**src/hw/rtl/ife_pkg.sv**
```systemverilog
// Shared types, constants and helpers of the interpolated feedback echo.
package ife_pkg;

  localparam int BUFFER_DEPTH = 4096;
  localparam int SAMPLE_WIDTH = 16;
  localparam int ADDR_W       = $clog2(BUFFER_DEPTH);
  localparam int FILL_W       = ADDR_W + 1;

  localparam int DELAY_W   = 12;
  localparam int FRAC_W    = 16;
  localparam int COEF_W    = 16;
  localparam int COEF_FRAC = 15;
  localparam int CFG_IDX_W  = 2;
  localparam int CFG_DATA_W = 16;

  localparam int DELAY_MIN = 2;
  localparam int DELAY_MAX = BUFFER_DEPTH - 3;

  localparam int ACC_W   = SAMPLE_WIDTH + 8;
  localparam int MUL_A_W = ACC_W;
  localparam int MUL_B_W = FRAC_W + 2;
  localparam int PROD_W  = MUL_A_W + MUL_B_W;
  localparam int SUM_W   = PROD_W + 2;

  localparam logic signed [SUM_W-1:0] SAT_HI =
    SUM_W'((64'sd1 <<< (SAMPLE_WIDTH - 1)) - 64'sd1);
  localparam logic signed [SUM_W-1:0] SAT_LO = -SAT_HI - SUM_W'(1);
  localparam logic signed [SUM_W-1:0] ROUND_HALF = SUM_W'(64'sd1 <<< (COEF_FRAC - 1));

  localparam logic [CFG_IDX_W-1:0] REG_DELAY_WHOLE    = 2'd0;
  localparam logic [CFG_IDX_W-1:0] REG_DELAY_FRACTION = 2'd1;
  localparam logic [CFG_IDX_W-1:0] REG_FEEDBACK_GAIN  = 2'd2;
  localparam logic [CFG_IDX_W-1:0] REG_FILTER_COEFF   = 2'd3;

  typedef logic signed [SAMPLE_WIDTH-1:0] sample_t;

  typedef enum logic [3:0] {
    OP_NONE,
    OP_START,
    OP_READ,
    OP_COEF,
    OP_HMUL,
    OP_HADD,
    OP_XSAT,
    OP_MUL_AX,
    OP_MUL_CS,
    OP_FILT,
    OP_MUL_GS,
    OP_EMIT
  } ife_op_e;

  typedef struct packed {
    ife_op_e    op;
    logic [1:0] idx;
  } ife_cmd_t;

  typedef struct packed {
    logic out_busy;
  } ife_stat_t;

  function automatic sample_t sat_sample(input logic signed [SUM_W-1:0] v);
    sample_t r;
    if (v > SAT_HI) begin
      r = SAT_HI[SAMPLE_WIDTH-1:0];
    end else if (v < SAT_LO) begin
      r = SAT_LO[SAMPLE_WIDTH-1:0];
    end else begin
      r = v[SAMPLE_WIDTH-1:0];
    end
    return r;
  endfunction

endpackage

```
**src/hw/rtl/ife_ctrl.sv**
```systemverilog
// Sequencer that steps the echo datapath through one sample.
module ife_ctrl (
  input  logic              clk_i,
  input  logic              rst_ni,
  input  logic              in_valid_i,
  output logic              in_ready_o,
  input  ife_pkg::ife_stat_t stat_i,
  output ife_pkg::ife_cmd_t  cmd_o
);
  import ife_pkg::*;

  localparam logic [3:0] S_IDLE  = 4'd0;
  localparam logic [3:0] S_READ  = 4'd1;
  localparam logic [3:0] S_WAIT  = 4'd2;
  localparam logic [3:0] S_COEF  = 4'd3;
  localparam logic [3:0] S_HMUL  = 4'd4;
  localparam logic [3:0] S_HADD  = 4'd5;
  localparam logic [3:0] S_XSAT  = 4'd6;
  localparam logic [3:0] S_MULAX = 4'd7;
  localparam logic [3:0] S_MULCS = 4'd8;
  localparam logic [3:0] S_FILT  = 4'd9;
  localparam logic [3:0] S_MULGS = 4'd10;
  localparam logic [3:0] S_EMIT  = 4'd11;

  logic [3:0] state_q, state_d;
  logic [1:0] cnt_q, cnt_d;

  always_comb begin
    state_d    = state_q;
    cnt_d      = cnt_q;
    cmd_o.op   = OP_NONE;
    cmd_o.idx  = cnt_q;
    in_ready_o = 1'b0;
    case (state_q)
      S_IDLE: begin
        in_ready_o = 1'b1;
        if (in_valid_i) begin
          cmd_o.op = OP_START;
          cnt_d    = 2'd0;
          state_d  = S_READ;
        end
      end
      S_READ: begin
        // fetch y0 (newest) to y3 (oldest), one tap per cycle
        cmd_o.op = OP_READ;
        cnt_d    = cnt_q + 2'd1;
        if (cnt_q == 2'd3) begin
          state_d = S_WAIT;
        end
      end
      S_WAIT: begin
        state_d = S_COEF;
      end
      S_COEF: begin
        cmd_o.op = OP_COEF;
        cnt_d    = 2'd0;
        state_d  = S_HMUL;
      end
      S_HMUL: begin
        cmd_o.op = OP_HMUL;
        state_d  = S_HADD;
      end
      S_HADD: begin
        cmd_o.op = OP_HADD;
        cnt_d    = cnt_q + 2'd1;
        state_d  = (cnt_q == 2'd2) ? S_XSAT : S_HMUL;
      end
      S_XSAT: begin
        cmd_o.op = OP_XSAT;
        state_d  = S_MULAX;
      end
      S_MULAX: begin
        cmd_o.op = OP_MUL_AX;
        state_d  = S_MULCS;
      end
      S_MULCS: begin
        cmd_o.op = OP_MUL_CS;
        state_d  = S_FILT;
      end
      S_FILT: begin
        cmd_o.op = OP_FILT;
        state_d  = S_MULGS;
      end
      S_MULGS: begin
        cmd_o.op = OP_MUL_GS;
        state_d  = S_EMIT;
      end
      S_EMIT: begin
        // hold until the output register is free
        if (!stat_i.out_busy) begin
          cmd_o.op = OP_EMIT;
          state_d  = S_IDLE;
        end
      end
      default: begin
        state_d = S_IDLE;
      end
    endcase
  end

  always_ff @(posedge clk_i or negedge rst_ni) begin
    if (!rst_ni) begin
      state_q <= S_IDLE;
      cnt_q   <= 2'd0;
    end else begin
      state_q <= state_d;
      cnt_q   <= cnt_d;
    end
  end

endmodule

```
**config.mk**
```make
export PLATFORM = sky130hd
export DESIGN_NAME = ife_ctrl
export DESIGN_NICKNAME = d
export VERILOG_FILES = /design/src/hw/rtl/ife_pkg.sv /design/src/hw/rtl/ife_ctrl.sv
export SDC_FILE = /design/constraint.sdc
export NUM_CORES = 1
export LEC_CHECK = 0
export BUFFER_PORTS_ARGS = -buffer_cell sky130_fd_sc_hd__buf_2
export CAP_MARGIN = 10
export CELL_PAD_IN_SITES_DETAIL_PLACEMENT = 0
export CELL_PAD_IN_SITES_GLOBAL_PLACEMENT = 1
export CORE_MARGIN = 8
export CORE_UTILIZATION = 32
export CTS_CLUSTER_SIZE = 40
export DETAILED_ROUTE_END_ITERATION = 8
export PLACE_DENSITY_LB_ADDON = 0.25
export RECOVER_POWER = 50
export SYNTH_ARGS = -nofsm -noshare
export SYNTH_HDL_FRONTEND = slang
export SYNTH_SLANG_ARGS = --single-unit
```
**constraint.sdc**
```tcl
create_clock -name clk_i -period 1.8 [get_ports clk_i]
set_clock_uncertainty 0.15 [all_clocks]
set_input_delay 0.18 -clock clk_i [delete_from_list [all_inputs] [get_ports clk_i]]
set_output_delay 0.18 -clock clk_i [all_outputs]
set_load 0.01 [all_outputs]
```
==> out/metrics.cfg, run 1 <==
[cts]
clk_pin_slew_ps=40
clk_path_buf_depth=2
clk_latency_ps=230
cts_tree=done
cts_made_buffers=3
cts.sinks=6
htreeDepth=1
cts_root_buf=clkbuf_4

[cells_and_area]
drive_gt1_share_pct=29.7
area_growth_pct=24.3
final_util_pct=42.8
layout.cells.most_common_list=buf_2, nand2b_1, a21oi_1, buf_4
antenna_cells=0
layout.nets=72
final_common_cell=buf_2

[floorplanning]
core_um2=1300
fp.dieW_um=53.4
die_area_um2=2850
rows=13
start_util_pct=34.4
die_h_um=53.4
io_pins=11

[logic_synthesis]
ys_types=30
synth_nets=56
yosys_warnings=0
syn_area_um2=448
synth_area_per_cell_um2=8.96
synthCells=50
seq_area_frac_synth_pct=33.5
ys_ff_latch=6

[global_route]
grt_pass1_vias=371
grt_pass1_wl_um=1500
groute.usage.overall_pct=6.84
antenna_found_initial=0
grt_max_degree=15
overflow=0

[critical_path]
worst_setup_path_start_kind=flop
path_max_fanout=10
path_cells=o31a_1 > a32o_1 > buf_2
cp_slowest_cell=dfrtp_2
cp_num_buf_inv=1
critPathKind=reg2out
worstSetupEndpointType=output port
crit_path_max_incr_delay_ps=470
worstPathRequired_ps=1470
critical-path-top-delay-family=compound AO/OA/AOI/OAI gates
arrival_ps=1390

[status]
status=completed

[placement]
dp_worst_setup_slack_ps=245
dp_hpwl_um=731
routabilityCongestion=0.735
portBuffers=10

[sta]
hold_viol=0
layout_setup_ws_ps=77.7
tightestPinTransition_ps=365
rsz0062_at_grt=no
finalMaxSlewViolations=0
setup_tns_ps=0
timing.fmax_ghz=0.581
fin_hold_ws_ps=151
min_period_over_period_pct=95.7
fin_crit_ps=1720
slew_headroom_pct=75.0
setup_viol=0

[run]
drv_cap=0

[detailed_routing]
ant_nets=0
wl_met3_um=82
met1_length_um=467
vias=410
first_iter_violations=16
routed_wl_um=969
drc=0
met2_length_um=419
wl_per_cell_um=12.3
dr.pass1.iters=4
highest_layer=met3
vias_per_cell=5.19

[pwr]
vdd_drop_max_uv=768
p_leak_nw=0.257
p_per_area_nw_per_um2=1960
power_mw=1.09

[worst_hold_path]
hold_class=in2reg

[cell families (layout without fill, tap and decap cells)]
logic type | Yosys count | in the layout | synth area share, %
fa+ha+maj | 2 | 2 | 5.59
mux | 1 | 1 | 2.23
simple gates | 17 | 17 | 22.6
buf+inv | 7 | 21 | 9.49
xor+xnor | 1 | 1 | 1.96
flops | 6 | 6 | 33.5
compound gates | 16 | 16 | 24.6
[sequential cells by signal, summed over array words and instances (netlist names)]
name and cells:
state_q 4, cnt_q 2
[cell type report]
class	count	area (um^2)
timing repair buffer	15	86.3
clock buffer	3	22.5
fill	146	744
inverter	3	11.3
multi-input combinational	37	264
tap	15	18.8
sequential	6	154
[what timing repair did]
| item | 4_1_cts | 5_1_grt |
|---|---|---|
| endpoints found under the setup margin | 1 | 1 |
| hold endpoints to repair | 6 | 0 |
| cloned | 0 | 0 |
| hold buffers | 1 | 0 |
| gates resized for setup | 1 | 3 |
| setup buffers | 0 | 3 |
[where the power goes]
group          switching (mW)  leakage, nW  internal (mW)
sequential              0.153       0.0714          0.207
combinational           0.296        0.171          0.322
clock                  0.0409       0.0138         0.0749
total                   0.490        0.257          0.604
[per-stage QoR]
step	std cells	instance area (um^2)
floorplan	50	448
finish	79	557
global placement	72	493
CTS	76	527
detailed placement	72	493
global route	79	557
[worst paths after layout]
kind / startpoint / endpoint / slack [ps] / cells after the start
worst max-delay path: state_q[1] / cmd_o[2] / 80 / 3
max in group asynchronous: rst_ni / state_q[1] / 1070 / 2
worst min-delay path: stat_i / state_q[1] / 150 / 3
worst min register to register: cnt_q[1] / cnt_q[1] / 440 / 2
worst max register to register: cnt_q[1] / state_q[1] / 280 / 4
min in group asynchronous: rst_ni / state_q[2] / 190 / 2
[metal layers]
layer / up-vias / track usage, %
met1: 183 / 8.74
met5: - / 0
met3: 0 / 2.24
met2: 13 / 9.77
li1: 214 / -
met4: 0 / 3.78
[worst reg2reg max path, delay by kind of cell, from the launching register on]
kind,cells,cell delay [ps]
flops,1,410
compound gates,1,390
simple gates,2,230
fa+ha+maj,1,210
[synthesized netlist by cell type]
library cell	instances	area share (%)
nor2_1	2	1.7
nor4_2	1	2.8
inv_1	2	1.7
a21oi_1	4	4.5
ha_1	2	5.6
nor4b_1	1	2.0
a2111oi_0	1	2.0
nand2_1	3	2.5
a311oi_1	1	2.0
buf_6	1	2.5
o21ai_0	3	3.4
o211a_1	1	2.2
o31a_1	1	2.0
buf_4	2	3.4
or3_1	1	1.4
or4_1	1	1.7
a21o_1	1	1.7
mux2i_1	1	2.2
a221oi_1	1	2.0
dfrtp_1	6	34
nand3_1	1	1.1
nand2b_1	5	7.0
a32o_1	1	2.2
nor2b_1	1	1.4
nor3_1	1	1.1
xor2_1	1	2.0
a31oi_1	1	1.4
inv_2	1	0.84
o22ai_1	1	1.4
buf_2	1	1.1
Power figures use the tool's default switching activity.
==> run 2: changes to the inputs <==
- CORE_AREA: not set -> 8 8 45 47
- CORE_MARGIN: 8 -> not set
- CORE_UTILIZATION: 32 -> not set
- DIE_AREA: not set -> 0 0 53 55
==> run 2 against run 1 <==
  * Worst setup slack worse by 22 ps
  * Sequential share of layout area rose by 0.48 points
  * Fmax is 1.2% lower
  * Count of clock-buffer cells in the layout stayed put
  * Hold slack got worse by 9.0 ps
  * Via count is 4.9% higher
  * Die area is 2.2% higher
  * Clock power is 3% higher
  * Critical path depth unchanged
  * Cell area fell by 0.90%
  * Register-to-register slack lost 20 ps
  * Utilization down 2.9 points
==> out/metrics.cfg, run 2 (same netlist as run 1, synthesis figures left out) <==
[status]
status=completed

[critical_path]
crit_path_max_incr_delay_ps=490
worstPathRequired_ps=1470
cp_num_buf_inv=1
arrival_ps=1410
path_max_fanout=13
cp_slowest_cell=dfrtp_2
critical-path-top-delay-family=compound AO/OA/AOI/OAI gates
critPathKind=reg2out
worstSetupEndpointType=output port
path_cells=o31a_1 > a32o_1 > buf_2
worst_setup_path_start_kind=flop

[sta]
fin_crit_ps=1740
setup_viol=0
min_period_over_period_pct=96.9
fin_hold_ws_ps=142
tightestPinTransition_ps=368
slew_headroom_pct=74.8
setup_tns_ps=0
finalMaxSlewViolations=0
timing.fmax_ghz=0.573
hold_viol=0
rsz0062_at_grt=no

[floorplanning]
core_um2=1380
die_h_um=55
io_pins=11
fp.dieW_um=53
start_util_pct=32.4
die_area_um2=2920
rows=14

[detailed_routing]
routed_wl_um=1040
ant_nets=0
wl_per_cell_um=13.2
vias=430
first_iter_violations=10
vias_per_cell=5.44
dr.pass1.iters=4
drc=0

[placement]
place_inst=73
portBuffers=10
routabilityCongestion=0.706
dp_hpwl_um=756

[cts]
clk_path_buf_depth=2
clk_pin_slew_ps=40
clk_latency_ps=240
cts.sinks=6
cts_tree=done
htreeDepth=1
cts_root_buf=clkbuf_4
cts_made_buffers=3

[cells_and_area]
num-fill-cells=143
largest_register_ffs=4
reg.largest.list=state_q: 4 flops, cnt_q: 2 flops
instances_no_fill=79
largest_register=state_q
final_common_cell=buf_2
antenna_cells=0
layout.cells.most_common_list=buf_2, nand2b_1, a21oi_1, dfrtp_2
layout.nets=71
area_growth_pct=23.2
drive_gt1_share_pct=30.2

[global_route]
overflow=0
groute.usage.overall_pct=7.96
grt_max_degree=15
grt_pass1_wl_um=1740
grt_pass1_vias=377
antenna_found_initial=0

[pwr]
p_leak_nw=0.250
p_per_area_nw_per_um2=1980
vdd_drop_max_uv=735

[worst_hold_path]
hold_class=in2reg

[run]
drv_cap=0

==> run 2: per-stage QoR <==
stage               power, mW  setup slack (ps)  utilization (%)  cell area, um^2
global placement        0.939               240             35.7              494
floorplan               0.778               312                -              448
CTS                      1.06              54.5             38.2              528
finish                   1.09              56.2             39.9              552
detailed placement      0.927               237             35.7              494
global route             1.20              6.67             39.9              552
==> run 2: power by group <==
group | leakage, nW | switching, mW | internal (mW) | total (mW)
clock network | 0.0138 | 0.0449 | 0.0752 | 0.120
logic | 0.166 | 0.288 | 0.314 | 0.602
registers | 0.0705 | 0.161 | 0.209 | 0.370
total | 0.250 | 0.494 | 0.598 | 1.09
==> run 2: what timing repair did <==
action | CTS | global route
endpoints found under the hold margin | 6 | 0
hold buffers | 1 | 0
setup endpoints to repair | 1 | 1
gates resized for setup | 1 | 4
setup buffers | 0 | 2
gates cloned | 0 | 0
==> run 2: per-layer routing <==
metal,routed length [um],track usage [%],vias up
met5,0,0,-
met4,19,6.47,0
met3,49,0.802,2
met2,480,11.3,10
met1,493,10.6,202
li1,-,-,216
==> run 2: area by class of cell <==
| class | count | area, um^2 | area share, % |
|---|---|---|---|
| Sequential cell | 6 | 155 | 28.1 |
| Timing Repair Buffer | 14 | 78.8 | 14.3 |
| Clock buffer | 3 | 22.5 | 4.08 |
| Inverter | 3 | 11.3 | 2.04 |
| Multi-Input combinational cell | 37 | 264 | 47.8 |
| Tap cell | 16 | 20.0 | 3.63 |
==> run 2: tightest hold or removal path: cells and delay by family <==
family	cells	cell delay (ps)
compound gates	1	120
simple gates	1	60
buf+inv	1	130
==> run 2: worst paths after layout <==
| path | slack [ps] | cells past startpoint | to | from |
|---|---|---|---|---|
| min reg2reg | 440 | 2 | cnt_q[1] | cnt_q[1] |
| max | 60 | 3 | cmd_o[2] | state_q[1] |
| min in group asynchronous | 190 | 2 | state_q[2] | rst_ni |
| min | 140 | 3 | state_q[1] | stat_i |
| max in group asynchronous | 1060 | 2 | state_q[0] | rst_ni |
| max reg2reg | 260 | 4 | state_q[1] | cnt_q[1] |
==> run 3: changes to the inputs <==
- BUFFER_PORTS_ARGS: -buffer_cell sky130_fd_sc_hd__buf_2 -> not set
- DONT_BUFFER_PORTS: not set -> 1
==> run 3 against run 2 <==
  * Count of clock-buffer cells in the layout stayed put
  * Worst setup slack better by 29 ps
  * Total power is 9.9% lower
  * Non-clock buffer count is 11 lower
  * Hold slack worse by 120 ps
  * Fmax is 1.7% higher
  * Critical endpoint unchanged
  * Largest power group unchanged
==> out/metrics.cfg, run 3 (same netlist as run 1, synthesis figures left out) <==
[status]
status=completed

[cts]
clk_pin_slew_ps=50
cts_made_buffers=3
cts_setup_buffers=0
htreeDepth=1
cts_root_buf=clkbuf_4
cts.sinks=6
cts_tree=done
clk_path_buf_depth=2
clk_latency_ps=250

[global_route]
overflow=0
grt_pass1_wl_um=1850
grt_pass1_vias=383
groute.usage.overall_pct=8.98
antenna_found_initial=0
grt_max_degree=17

[critical_path]
worstSetupEndpointType=output port
worst_setup_path_start_kind=flop
arrival_ps=1380
critPathKind=reg2out
path_max_fanout=14
worstPathRequired_ps=1470

[cells_and_area]
final_util_pct=35.4
layout.nets=60
area_growth_pct=9.22
instances_no_fill=68
largest_register=state_q
largest_register_ffs=4
drive_gt1_share_pct=15.4
final_area_um2=489
antenna_cells=0
layout.cells.most_common_list=nand2b_1, a21oi_1, dfrtp_1
final_common_cell=nand2b_1
reg.largest.list=state_q: 4 flops, cnt_q: 2 flops

[floorplanning]
io_pins=11
die_area_um2=2920
die_h_um=55
rows=14
core_um2=1380
fp.dieW_um=53
start_util_pct=32.4

[detailed_routing]
ant_nets=0
routed_wl_um=1120
wl_per_cell_um=16.4
dr.pass1.iters=4
vias=409
vias_per_cell=6.01
first_iter_violations=3
drc=0

[placement]
portBuffers=0
place_area_um2=444
routabilityCongestion=0.741
dp_hpwl_um=782
dp_worst_setup_slack_ps=182
place_inst=63

[sta]
setup_viol=0
rsz0062_at_grt=no
tightestPinTransition_ps=424
slew_headroom_pct=71.0
finalMaxSlewViolations=0
hold_viol=0
layout_setup_ws_ps=85.5
min_period_over_period_pct=95.3
timing.fmax_ghz=0.583
setup_tns_ps=0
fin_hold_ws_ps=17.9
fin_crit_ps=1710

[pwr]
p_leak_nw=0.210
vdd_drop_max_uv=767
power_mw=0.983
p_per_area_nw_per_um2=2010

[worst_hold_path]
hold_class=in2reg

[run]
drv_cap=0

run 3: what timing repair did:
item	4_1_cts	5_1_grt
hold buffers	2	0
endpoints found under the setup margin	1	2
resized for setup	1	1
endpoints found under the hold margin	8	0
run 3: critical path, stage by stage (launching register included):
cell and delay (ps):
dfrtp_2 490, nor4_2 400, a32o_1 240
run 3: path summary, 6_finish.rpt:
check                        endpoint  slack, ps        from  cells after the start
max reg2reg                state_q[1]        180    cnt_q[0]                      4
max                          cmd_o[2]         90  state_q[1]                      2
min                        state_q[0]         20  in_valid_i                      2
min in group asynchronous  state_q[0]        100      rst_ni                      1
min reg2reg                  cnt_q[1]        490    cnt_q[1]                      2
max in group asynchronous  state_q[1]       1140      rst_ni                      1
run 3: layout make-up:
cell class | count | area, um^2
clock buffer | 3 | 22.5
fill | 152 | 895
inverter | 3 | 11.3
multi-input combinational | 37 | 255
sequential | 6 | 153
tap | 16 | 20.0
timing repair buffer | 3 | 27.5
run 3: power breakdown:
| group | total, mW | internal [mW] | switching (mW) |
|---|---|---|---|
| sequential | 0.384 | 0.203 | 0.181 |
| combinational | 0.467 | 0.232 | 0.235 |
| clock | 0.133 | 0.0760 | 0.0567 |
| total | 0.983 | 0.511 | 0.472 |
run 3: routing by layer:
metal  vias to the layer above  part of all wire [%]  GRT usage (%)
met5                         -                     0              0
met4                         0                   2.0           7.76
met3                         2                   7.6           5.08
met2                        15                    50           13.9
met1                       202                    41           8.56
li1                        190                     -              -
